==> config.mk <==
export PLATFORM = sky130hd
export DESIGN_NAME = tlb_page_translate
export DESIGN_NICKNAME = d
export VERILOG_FILES = /design/src/sv/tpt_pkg.sv /design/src/sv/tlb_page_translate.sv /design/src/sv/tpt_ctrl.sv /design/src/sv/tpt_dp.sv
export VERILOG_INCLUDE_DIRS = /design/src /design/src/sv
export SDC_FILE = /design/constraint.sdc
export NUM_CORES = 2
export LEC_CHECK = 0
export BUFFER_PORTS_ARGS = -buffer_cell sky130_fd_sc_hd__buf_4
export CAP_MARGIN = 0
export CORE_ASPECT_RATIO = 0.7
export CORE_MARGIN = 3
export CORE_UTILIZATION = 28
export CTS_BUF_LIST = sky130_fd_sc_hd__clkbuf_8
export CTS_CLUSTER_SIZE = 40
export DETAILED_ROUTE_END_ITERATION = 8
export SLEW_MARGIN = 20
export SYNTH_ARGS = -nofsm -noshare
export SYNTH_HDL_FRONTEND = slang
export SYNTH_SLANG_ARGS = --single-unit
==> constraint.sdc <==
create_clock -name i_clk -period 4.7 [get_ports i_clk]
set_input_delay 0.47 -clock i_clk [delete_from_list [all_inputs] [get_ports i_clk]]
set_output_delay 0.47 -clock i_clk [all_outputs]
set_load 0.05 [all_outputs]
==> src/sv/tlb_page_translate_defines.svh <==
// ---------------------------------------------------------------------------
// tlb_page_translate_defines: assertion macros
// Shared concurrent assertion forms used by the translation block.
// ---------------------------------------------------------------------------
`ifndef TLB_PAGE_TRANSLATE_DEFINES_SVH
`define TLB_PAGE_TRANSLATE_DEFINES_SVH

// Same-cycle implication, sampled on i_clk, idle during reset.
`define TPT_ASSERT_IMP(lbl, ante, cons, msg) \
    lbl: assert property (@(posedge i_clk) disable iff (!i_rst_n) (ante) |-> (cons)) \
        else $error(msg);

// Next-cycle implication, sampled on i_clk, idle during reset.
`define TPT_ASSERT_NXT(lbl, ante, cons, msg) \
    lbl: assert property (@(posedge i_clk) disable iff (!i_rst_n) (ante) |=> (cons)) \
        else $error(msg);

`endif

==> src/sv/tpt_pkg.sv <==
// ---------------------------------------------------------------------------
// tpt_pkg: shared definitions for the page translation block
// Sizes, field widths, codes and the controller/datapath interface types.
// ---------------------------------------------------------------------------
package tpt_pkg;

    localparam int PAGE_BYTES  = 256;
    localparam int TLB_ENTRIES = 16;
    localparam int FRAMES      = 16;
    localparam int PAGES       = 64;

    localparam int VA_W      = 14;
    localparam int PA_W      = 12;
    localparam int VP_OUT_W  = 6;
    localparam int LF_OUT_W  = 4;
    localparam int OFF_W     = $clog2(PAGE_BYTES);
    localparam int VPN_W     = VA_W - OFF_W;
    localparam int PAGE_W    = $clog2(PAGES);
    localparam int FRAME_W   = $clog2(FRAMES);
    localparam int TLB_IDX_W = $clog2(TLB_ENTRIES);
    localparam int CFG_IDX_W = 1;

    localparam logic [CFG_IDX_W-1:0] CFG_TLB_ENABLE     = 1'd0;
    localparam logic [CFG_IDX_W-1:0] CFG_REPLACE_POLICY = 1'd1;

    localparam logic MODE_WRITE  = 1'b1;
    localparam logic POLICY_FIFO = 1'b1;

    typedef enum logic [2:0] {
        ST_IDLE,
        ST_LOOKUP,
        ST_EVICT,
        ST_LOAD,
        ST_UPDATE,
        ST_DONE
    } t_state;

    typedef struct packed {
        logic accept;
        logic lookup;
        logic evict;
        logic load;
        logic update;
    } t_cmd;

    typedef struct packed {
        logic addr_err;
        logic tlb_hit;
        logic page_resident;
    } t_sts;

endpackage

==> src/sv/tlb_page_translate.sv <==
// ---------------------------------------------------------------------------
// tlb_page_translate: virtual to physical translation with TLB and paging
// One item at a time. After the accept, a TLB hit or an address error goes from
// lookup straight to the result, a page walk of a resident page passes through
// update, and a page fault through evict, load and update; the result holds there
// until it is taken. The next item is taken in the cycle after the result.
// Reset is synchronous, active low: TLB empty, pages 0..FRAMES-1 resident.
// ---------------------------------------------------------------------------
module tlb_page_translate (
    input  logic                           i_clk,
    input  logic                           i_rst_n,
    // Configuration write port.
    input  logic                           i_cfg_we,
    input  logic [tpt_pkg::CFG_IDX_W-1:0]  i_cfg_index,
    input  logic                           i_cfg_data,
    // Input channel.
    input  logic                           i_valid,
    output logic                           o_ready,
    input  logic                           i_mode,
    input  logic [tpt_pkg::VA_W-1:0]       i_virtual_address,
    // Result channel.
    output logic                           o_valid,
    input  logic                           i_ready,
    output logic [tpt_pkg::PA_W-1:0]       o_physical_address,
    output logic                           o_tlb_hit,
    output logic                           o_page_fault,
    output logic                           o_writeback_needed,
    output logic [tpt_pkg::VP_OUT_W-1:0]   o_victim_page,
    output logic [tpt_pkg::LF_OUT_W-1:0]   o_load_frame,
    output logic                           o_address_error
);
    import tpt_pkg::*;

    // The controller walks each item through the steps below; the datapath
    // holds all translation state.
    //   lookup: fully associative TLB search and page table read result.
    //   evict:  victim frame's page is dropped from the TLB and page table,
    //           and its dirty bit is read.
    //   load:   faulting page takes the victim frame; writeback is decided.
    //   update: LRU ranks are touched and, with the TLB enabled, it is refilled,
    //           using a free entry first and a clock scan over reference bits otherwise.
    t_cmd cmd;
    t_sts sts;

    tpt_ctrl u_ctrl (
        .i_clk   (i_clk),
        .i_rst_n (i_rst_n),
        .i_valid (i_valid),
        .o_ready (o_ready),
        .o_valid (o_valid),
        .i_ready (i_ready),
        .i_sts   (sts),
        .o_cmd   (cmd)
    );

    tpt_dp u_dp (
        .i_clk              (i_clk),
        .i_rst_n            (i_rst_n),
        .i_cmd              (cmd),
        .o_sts              (sts),
        .i_cfg_we           (i_cfg_we),
        .i_cfg_index        (i_cfg_index),
        .i_cfg_data         (i_cfg_data),
        .i_mode             (i_mode),
        .i_virtual_address  (i_virtual_address),
        .o_physical_address (o_physical_address),
        .o_tlb_hit          (o_tlb_hit),
        .o_page_fault       (o_page_fault),
        .o_writeback_needed (o_writeback_needed),
        .o_victim_page      (o_victim_page),
        .o_load_frame       (o_load_frame),
        .o_address_error    (o_address_error)
    );

endmodule

==> src/sv/tpt_ctrl.sv <==
// ---------------------------------------------------------------------------
// tpt_ctrl: translation sequencer
// Steps one item through lookup, eviction, load and update.
// ---------------------------------------------------------------------------
module tpt_ctrl (
    input  logic          i_clk,
    input  logic          i_rst_n,
    input  logic          i_valid,
    output logic          o_ready,
    output logic          o_valid,
    input  logic          i_ready,
    input  tpt_pkg::t_sts i_sts,
    output tpt_pkg::t_cmd o_cmd
);
    import tpt_pkg::*;

    t_state r_state;
    t_state n_state;

    always_ff @(posedge i_clk) begin
        if (!i_rst_n) begin
            r_state <= ST_IDLE;
        end else begin
            r_state <= n_state;
        end
    end

    always_comb begin
        n_state = r_state;
        unique case (r_state)
            ST_IDLE: begin
                if (i_valid) n_state = ST_LOOKUP;
            end
            ST_LOOKUP: begin
                if (i_sts.addr_err || i_sts.tlb_hit) n_state = ST_DONE;
                else if (i_sts.page_resident)        n_state = ST_UPDATE;
                else                                 n_state = ST_EVICT;
            end
            ST_EVICT:  n_state = ST_LOAD;
            ST_LOAD:   n_state = ST_UPDATE;
            ST_UPDATE: n_state = ST_DONE;
            ST_DONE: begin
                if (i_ready) n_state = ST_IDLE;
            end
            default:   n_state = ST_IDLE;
        endcase
    end

    always_comb begin
        o_cmd   = '0;
        o_ready = 1'b0;
        o_valid = 1'b0;
        unique case (r_state)
            ST_IDLE: begin
                o_ready      = 1'b1;
                o_cmd.accept = i_valid;
            end
            ST_LOOKUP: o_cmd.lookup = 1'b1;
            ST_EVICT:  o_cmd.evict  = 1'b1;
            ST_LOAD:   o_cmd.load   = 1'b1;
            ST_UPDATE: o_cmd.update = 1'b1;
            ST_DONE:   o_valid      = 1'b1;
            default: begin
                o_ready = 1'b0;
            end
        endcase
    end

endmodule

==> src/sv/tpt_dp.sv <==
// ---------------------------------------------------------------------------
// tpt_dp: translation datapath
// TLB, page table memories, frame ownership, replacement state and results.
// ---------------------------------------------------------------------------
`include "tlb_page_translate_defines.svh"

module tpt_dp (
    input  logic                           i_clk,
    input  logic                           i_rst_n,
    input  tpt_pkg::t_cmd                  i_cmd,
    output tpt_pkg::t_sts                  o_sts,
    input  logic                           i_cfg_we,
    input  logic [tpt_pkg::CFG_IDX_W-1:0]  i_cfg_index,
    input  logic                           i_cfg_data,
    input  logic                           i_mode,
    input  logic [tpt_pkg::VA_W-1:0]       i_virtual_address,
    output logic [tpt_pkg::PA_W-1:0]       o_physical_address,
    output logic                           o_tlb_hit,
    output logic                           o_page_fault,
    output logic                           o_writeback_needed,
    output logic [tpt_pkg::VP_OUT_W-1:0]   o_victim_page,
    output logic [tpt_pkg::LF_OUT_W-1:0]   o_load_frame,
    output logic                           o_address_error
);
    import tpt_pkg::*;

    // Configuration.
    logic r_tlb_en;
    logic r_policy;

    // Current item.
    logic               r_mode;
    logic [PAGE_W-1:0]  r_page;
    logic [OFF_W-1:0]   r_off;
    logic               r_addr_err;

    // Result and working registers.
    logic [FRAME_W-1:0] r_frame;
    logic [FRAME_W-1:0] r_victim;
    logic [PAGE_W-1:0]  r_vpage;
    logic               r_vtlb_dirty;
    logic               r_hit;
    logic               r_fault;
    logic               r_wb;

    // TLB.
    logic [TLB_ENTRIES-1:0] r_tlb_valid;
    logic [TLB_ENTRIES-1:0] r_tlb_ref;
    logic [TLB_ENTRIES-1:0] r_tlb_dirty;
    logic [PAGE_W-1:0]      r_tlb_page  [TLB_ENTRIES];
    logic [FRAME_W-1:0]     r_tlb_frame [TLB_ENTRIES];

    // Frame state.
    logic [PAGE_W-1:0]  r_owner [FRAMES];
    logic [FRAME_W-1:0] r_rank  [FRAMES];
    logic [FRAME_W-1:0] r_fifo;

    // Page table memories: {valid, frame} and the dirty bit. An entry that
    // was never written reads as its reset value.
    logic [FRAME_W:0]   r_pvf_mem   [PAGES];
    logic [PAGES-1:0]   r_pvf_wr;
    logic [FRAME_W:0]   r_pvf_q;
    logic               r_pvf_fresh;
    logic               r_dirty_mem [PAGES];
    logic [PAGES-1:0]   r_dirty_wr;
    logic               r_dirty_q;
    logic               r_dirty_fresh;

    logic [VPN_W-1:0]   in_vpn;
    logic [PAGE_W-1:0]  in_page;
    logic               pvf_valid;
    logic [FRAME_W-1:0] pvf_frame;
    logic               dirty_val;
    logic               pvf_we;
    logic [PAGE_W-1:0]  pvf_waddr;
    logic [FRAME_W:0]   pvf_wdata;
    logic               dirty_we;
    logic [PAGE_W-1:0]  dirty_waddr;
    logic               dirty_wdata;
    logic               hit_any;
    logic [TLB_IDX_W-1:0] hit_idx;
    logic               vm_any;
    logic [TLB_IDX_W-1:0] vm_idx;
    logic [PAGE_W-1:0]  vp;
    logic [FRAME_W-1:0] lru_oldest;
    logic [FRAME_W-1:0] victim;
    logic               free_any;
    logic [TLB_IDX_W-1:0] free_idx;
    logic [TLB_IDX_W-1:0] clk_idx;
    logic [TLB_IDX_W-1:0] fill_idx;
    logic               walk_write;

    assign in_vpn  = i_virtual_address[VA_W-1:OFF_W];
    assign in_page = PAGE_W'(in_vpn);
    assign vp      = r_owner[r_victim];

    assign pvf_valid = r_pvf_fresh ? (32'(r_page) < FRAMES) : r_pvf_q[FRAME_W];
    assign pvf_frame = r_pvf_fresh ? ((32'(r_page) < FRAMES) ? FRAME_W'(r_page) : '0)
                                   : r_pvf_q[FRAME_W-1:0];
    assign dirty_val = !r_dirty_fresh && r_dirty_q;

    assign o_sts.addr_err      = r_addr_err;
    assign o_sts.tlb_hit       = !r_addr_err && r_tlb_en && hit_any;
    assign o_sts.page_resident = pvf_valid;

    // Associative searches: the lowest matching entry wins.
    always_comb begin
        hit_any  = 1'b0;
        hit_idx  = '0;
        vm_any   = 1'b0;
        vm_idx   = '0;
        free_any = 1'b0;
        free_idx = '0;
        clk_idx  = TLB_IDX_W'(TLB_ENTRIES - 1);
        for (int e = TLB_ENTRIES - 1; e >= 0; e--) begin
            if (r_tlb_valid[e] && r_tlb_page[e] == r_page) begin
                hit_any = 1'b1;
                hit_idx = TLB_IDX_W'(e);
            end
            if (r_tlb_valid[e] && r_tlb_page[e] == vp) begin
                vm_any = 1'b1;
                vm_idx = TLB_IDX_W'(e);
            end
            if (!r_tlb_valid[e]) begin
                free_any = 1'b1;
                free_idx = TLB_IDX_W'(e);
            end
        end
        // Clock scan over a full TLB: first clear ref bit, else the last entry.
        for (int e = TLB_ENTRIES - 2; e >= 0; e--) begin
            if (!r_tlb_ref[e]) clk_idx = TLB_IDX_W'(e);
        end
    end

    assign fill_idx = free_any ? free_idx : clk_idx;

    // The ranks are a permutation, so the oldest frame holds the top rank.
    always_comb begin
        lru_oldest = '0;
        for (int g = FRAMES - 1; g >= 0; g--) begin
            if (r_rank[g] == FRAME_W'(FRAMES - 1)) lru_oldest = FRAME_W'(g);
        end
    end

    assign victim     = (r_policy == POLICY_FIFO) ? r_fifo : lru_oldest;
    assign walk_write = i_cmd.lookup && !r_addr_err && !o_sts.tlb_hit && pvf_valid
                        && (r_mode == MODE_WRITE);

    always_comb begin
        pvf_we    = 1'b0;
        pvf_waddr = r_page;
        pvf_wdata = {1'b1, r_victim};
        if (i_cmd.evict) begin
            pvf_we    = 1'b1;
            pvf_waddr = vp;
            pvf_wdata = '0;
        end else if (i_cmd.load) begin
            pvf_we    = 1'b1;
        end
    end

    always_comb begin
        dirty_we    = 1'b0;
        dirty_waddr = r_page;
        dirty_wdata = 1'b1;
        if (walk_write) begin
            dirty_we    = 1'b1;
        end else if (i_cmd.load) begin
            dirty_we    = 1'b1;
            dirty_wdata = r_mode;
        end else if (i_cmd.update && r_tlb_en && !free_any && r_tlb_dirty[clk_idx]) begin
            dirty_we    = 1'b1;
            dirty_waddr = r_tlb_page[clk_idx];
        end
    end

    // Memory arrays and their registered reads.
    always_ff @(posedge i_clk) begin
        if (pvf_we)   r_pvf_mem[pvf_waddr]     <= pvf_wdata;
        if (dirty_we) r_dirty_mem[dirty_waddr] <= dirty_wdata;
        if (i_cmd.accept) begin
            r_pvf_q     <= r_pvf_mem[in_page];
            r_pvf_fresh <= !r_pvf_wr[in_page];
        end
        if (i_cmd.evict) begin
            r_dirty_q     <= r_dirty_mem[vp];
            r_dirty_fresh <= !r_dirty_wr[vp];
        end
    end

    always_ff @(posedge i_clk) begin
        if (!i_rst_n) begin
            r_pvf_wr   <= '0;
            r_dirty_wr <= '0;
        end else begin
            if (pvf_we)   r_pvf_wr[pvf_waddr]     <= 1'b1;
            if (dirty_we) r_dirty_wr[dirty_waddr] <= 1'b1;
        end
    end

    always_ff @(posedge i_clk) begin
        if (!i_rst_n) begin
            r_tlb_en <= 1'b1;
            r_policy <= 1'b1;
        end else if (i_cfg_we) begin
            case (i_cfg_index)
                CFG_TLB_ENABLE:     r_tlb_en <= i_cfg_data;
                CFG_REPLACE_POLICY: r_policy <= i_cfg_data;
                default:            r_tlb_en <= r_tlb_en;
            endcase
        end
    end

    // Item and result registers.
    always_ff @(posedge i_clk) begin
        if (i_cmd.accept) begin
            r_mode     <= i_mode;
            r_page     <= in_page;
            r_off      <= i_virtual_address[OFF_W-1:0];
            r_addr_err <= (32'(in_vpn) >= PAGES);
        end
        if (i_cmd.lookup) begin
            r_hit    <= o_sts.tlb_hit;
            r_fault  <= 1'b0;
            r_wb     <= 1'b0;
            r_vpage  <= '0;
            r_victim <= victim;
            r_frame  <= o_sts.tlb_hit ? r_tlb_frame[hit_idx] : pvf_frame;
        end
        if (i_cmd.evict) begin
            r_vpage      <= vp;
            r_vtlb_dirty <= vm_any && r_tlb_dirty[vm_idx];
        end
        if (i_cmd.load) begin
            r_wb    <= dirty_val || r_vtlb_dirty;
            r_fault <= 1'b1;
            r_frame <= r_victim;
        end
    end

    // Frame ownership, FIFO pointer and LRU ranks.
    always_ff @(posedge i_clk) begin
        if (!i_rst_n) begin
            for (int f = 0; f < FRAMES; f++) begin
                r_owner[f] <= PAGE_W'(f);
                r_rank[f]  <= FRAME_W'(FRAMES - 1 - f);
            end
            r_fifo <= FRAME_W'(FRAMES - 1);
        end else begin
            if (i_cmd.load) begin
                r_owner[r_victim] <= r_page;
                if (r_policy == POLICY_FIFO) begin
                    r_fifo <= (r_victim == '0) ? FRAME_W'(FRAMES - 1) : r_victim - 1'b1;
                end
            end
            if (i_cmd.update) begin
                for (int g = 0; g < FRAMES; g++) begin
                    if (r_rank[g] < r_rank[r_frame]) r_rank[g] <= r_rank[g] + 1'b1;
                end
                r_rank[r_frame] <= '0;
            end
        end
    end

    // TLB state.
    always_ff @(posedge i_clk) begin
        if (!i_rst_n) begin
            r_tlb_valid <= '0;
            r_tlb_ref   <= '0;
            r_tlb_dirty <= '0;
            for (int e = 0; e < TLB_ENTRIES; e++) begin
                r_tlb_page[e]  <= '0;
                r_tlb_frame[e] <= '0;
            end
        end else begin
            if (i_cmd.lookup && o_sts.tlb_hit) begin
                r_tlb_ref[hit_idx] <= 1'b1;
                if (r_mode == MODE_WRITE) r_tlb_dirty[hit_idx] <= 1'b1;
            end
            if (i_cmd.evict && vm_any) begin
                r_tlb_valid[vm_idx] <= 1'b0;
            end
            if (i_cmd.update && r_tlb_en) begin
                for (int e = 0; e < TLB_ENTRIES; e++) begin
                    if (!free_any && TLB_IDX_W'(e) < clk_idx) r_tlb_ref[e] <= 1'b0;
                end
                r_tlb_page[fill_idx]  <= r_page;
                r_tlb_frame[fill_idx] <= r_frame;
                r_tlb_dirty[fill_idx] <= 1'b0;
                r_tlb_ref[fill_idx]   <= 1'b1;
                r_tlb_valid[fill_idx] <= 1'b1;
            end
        end
    end

    assign o_physical_address = r_addr_err ? '0 : PA_W'({r_frame, r_off});
    assign o_tlb_hit          = r_hit;
    assign o_page_fault       = r_fault;
    assign o_writeback_needed = r_wb;
    assign o_victim_page      = VP_OUT_W'(r_vpage);
    assign o_load_frame       = r_fault ? LF_OUT_W'(r_victim) : '0;
    assign o_address_error    = r_addr_err;

    `TPT_ASSERT_IMP(a_hit_excludes_fault, i_cmd.update, !r_hit, "walk after a TLB hit")
    `TPT_ASSERT_NXT(a_touch_is_mru, i_cmd.update, r_rank[$past(r_frame)] == '0, "touched frame not MRU")
    `TPT_ASSERT_NXT(a_owner_loaded, i_cmd.load, r_owner[$past(r_victim)] == $past(r_page), "owner not updated on load")

endmodule
==> summary.md <==
| Metric | Value |
|---|---|
| Status | `complete, no violations` |
| Async S/R FF share, synth | `0%` |
| Total Nets Final | `4198` |
| Syn_area_per_cell | `11.8 sq um` |
| HPWL after DPL | `114000 um` |
| FF-to-FF path depth | `14` |
| Clock Skew | `55.6 ps` |
| CP Launch Type | `register` |
| Core area | `162000 sq um` |
| Initial Util | `28.3%` |
| Vias in the first global route | `32743` |
| Worst-Margin Slew | `1220 ps` |
| Overall power | `22.3 mW` |
| Total GRT Usage | `18.8%` |
| Final non-filler cell total | `6373` |
| Synth warn | `0` |
| Die Y | `344 um` |
| GRT overflow | `0` |
| Post-synthesis cell count | `3884` |
| # clock sinks | `937` |
| CP Class | `register to register` |
| Hold depth | `2` |
| R2r setup slk | `100 ps` |
| Clock Pin Slew Worst Setup and Hold Paths | `60 ps` |
| Post-synth EDFFs | `680` |
| Drt wl/cell | `25.3 um` |
| Remaining antenna violation count | `0` |
| Final setup vio count | `0` |
| TritonRoute pass-1 iters | `8` |
| Top delay family on crit path | `simple AND/OR/NAND/NOR gates` |
| Syn-to-layout area delta | `16.9%` |
| Sequential area share after synthesis | `55.8%` |
| Total Routed Length | `161000 um` |
| Pin count of the biggest net entering global routing | `72` |
| Inst Count DP | `6057` |
| Slack of the critical path | `104 ps` |
| Worst EP required | `5340 ps` |
| I/O pins | `50` |
| Die ar. | `169000 sq um` |
| Count of different cell masters after synthesis | `93` |
| Final hold violation count | `0` |
| Max cap viols | `0` |
| Peak VDD IR | `0.253 mV` |
| Worst Path Arrival | `5240 ps` |
| LEAKAGE | `18.5 nW` |
| Post-Syn Area | `45800 sq um` |
| P per Cell Area | `416 nW/um^2` |
| Post-CTS setup buffers | `0` |
| Post-Syn Nets | `3974` |
| Critical path's most frequent cell | `nor4_2` |
| # port buffers | `48` |
| Reg-to-reg endpoint | `u_dp.r_vtlb_dirty$_DFFE_PP_` |
| Max FO, Critical Path | `30` |
| Relative slew margins | `18.0%` |
| CP max stage delay | `560 ps` |
| CTS Buf Count | `156` |
| WHS | `84.1 ps` |
| Clock buffer depth | `3` |
| GP Congestion | `1.01` |
| Final TNS setup | `0 ps` |
| Fmax | `218 MHz` |
| Vias per inst | `5.44` |
| Die Wd | `489 um` |
| Final cycle utilization of the critical path | `97.8%` |
| Drt drc | `0` |
| Layout fillers | `16164` |
| Via count | `34686` |
| Root buffer cell | `clkbuf_8` |
| Setup WS pre-CTS | `78.4 ps` |
| CTS tree | `done` |
| HP Start | `i_rst_n` |
| First-pass GRT wire length | `233000 um` |
| Ordered cell list for the critical path | `buf_12 > mux2i_1 > mux4_2 > mux2i_4 > buf_4 > xnor2_1 > nand2_1 > nor4_2 > or4_1 > a311o_1 > and2_4 > a2111oi_0 > a211o_1 > nor4_2` |
| Drt initial violations | `4710` |
| Share of layout cells above drive strength 1 | `18.5%` |
| Final min period | `4600 ps` |
| Worst path slowest cell | `or4_1` |
| Most used DFF post-synth | `edfxtp_1` |
| Slew Limit Fails | `0` |
| Register bit total from synthesis | `937` |
| CTS H-tree lvls | `4` |
| Initial antenna violation count | `8` |
| Worst path buffer plus inverter count | `2` |
| Clk Latency, worst-skew pair | `910 ps` |
| CP endpoint kind | `register` |
| Hold endpoint | `u_dp.r_dirty_wr[24]$_SDFFE_PN0N_` |
| Hold Crit Class | `primary input to register` |
| Site Rows | `123` |
| RSZ-0062 raised after global routing | `no` |
## cell families (layout without fill, tap and decap cells)
family	Yosys count	count (layout)	synth area share (%)
compound gates	672	672	9.80
other cells	1	8	0.00819
xor+xnor	256	256	4.91
simple gates	1384	1384	15.0
fa+ha+maj	68	68	1.86
flops	937	937	55.8
buf+inv	305	662	2.80
mux	261	261	9.86
## Yosys cell counts (all sizes together), types with 48 or more instances
master	instances	area, sq um
a21oi	132	661
and2	134	841
and3	54	338
buf	67	390
clkbuf	199	747
dfxtp	257	5140
edfxtp	680	20400
ha	68	851
mux2i	95	963
mux4	149	3360
nand2	298	1130
nand2b	48	300
nand3	92	465
nand4	52	325
nor2	362	1380
nor3	137	691
nor4	106	669
o21a	82	616
o21ai	140	701
xnor2	127	1120
xor2	129	1130
## state kept, by name (all words and copies together) (netlist names), 5 cells and up, named ones only
name / flops
u_dp.r_rank: 64
u_dp.r_pvf_q: 5
u_dp.r_tlb_valid: 16
u_dp.r_pvf_wr: 64
u_dp.o_victim_page: 6
u_dp.r_tlb_ref: 15
u_dp.r_pvf_mem: 320
u_dp.r_dirty_mem: 64
u_dp.r_tlb_frame: 64
u_dp.r_dirty_wr: 64
u_dp.r_page: 6
u_dp.r_off: 8
u_dp.r_tlb_dirty: 16
u_dp.r_owner: 96
u_dp.r_tlb_page: 96
## worst reg2reg max path, delay by kind of cell (launching register included)
family,cells,cell delay [ps]
XOR/XNOR,1,130
buffers and inverters,2,560
flip-flops,1,360
AO/OA/AOI/OAI,3,1080
multiplexers,3,1020
AND/OR/NAND/NOR,5,1230
## routing by layer
| metal | global-route usage, % | part of all wire [%] | up-vias |
|---|---|---|---|
| met3 | 6.00 | 12 | 259 |
| met5 | 0.909 | 0.14 | - |
| met4 | 4.89 | 2.2 | 6 |
| met2 | 25.0 | 40 | 1883 |
| met1 | 28.6 | 46 | 17434 |
| li1 | - | - | 15104 |
## layout make-up
| cell class | count | area (sq um) | share of cell area, % |
|---|---|---|---|
| Sequential cell | 937 | 25600 | 47.7 |
| Multi-Input combinational cell | 2642 | 19100 | 35.6 |
| Timing Repair Buffer | 332 | 2800 | 5.22 |
| Tap cell | 2125 | 2660 | 4.96 |
| Clock buffer | 184 | 2530 | 4.73 |
| Clock inverter | 107 | 758 | 1.42 |
| Inverter | 39 | 148 | 0.276 |
| Antenna cell | 7 | 17.5 | 0.0327 |
## layout by cell type (no fill, tap or decap), types with 91 or more instances in the layout
master / netlist / routed
clkbuf_8: 0 / 184
buf_4: 6 / 292
xor2_1: 129 / 129
mux2i_1: 94 / 93
xnor2_1: 126 / 126
edfxtp_1: 680 / 680
o21ai_0: 135 / 120
and2_1: 133 / 130
mux4_2: 149 / 149
nor3_1: 136 / 136
dfxtp_1: 257 / 256
nor2_1: 359 / 357
nand2_1: 292 / 289
a21oi_1: 132 / 129
nor4_1: 105 / 101
nand3_1: 91 / 91
## repair_timing
action                                 4_1_cts  5_1_grt
hold buffers                                18        0
setup endpoints to repair                    0        7
resized for setup                            0        8
endpoints found under the hold margin       15        0
## power by group
group,total (mW),leakage (nW),switching [mW],internal (mW)
Combinational,5.14,8.14,3.42,1.72
Clock,7.66,1.87,3.64,4.02
Sequential,9.51,8.45,0.295,9.21
Total,22.3,18.5,7.36,14.9
## through the flow
step,instance area [sq um],util (%)
floorplan,45800,-
global placement,50100,31.0
detailed placement,50100,31.0
CTS,53500,33.1
global route,53600,33.1
finish,53600,33.2
## worst max-delay path by stage
stage,to,cells past startpoint
final,u_dp.r_vtlb_dirty$_DFFE_PP_,14
after global routing,u_dp.r_vtlb_dirty$_DFFE_PP_,14
after CTS,u_dp.r_tlb_valid[14]$_SDFF_PN0_,14
after detailed placement,u_dp.r_tlb_valid[14]$_SDFF_PN0_,14
after global placement,u_dp.r_vtlb_dirty$_DFFE_PP_,14
after floorplan,u_dp.r_frame[2]$_DFFE_PN_,16
Power figures use the tool's default switching activity.
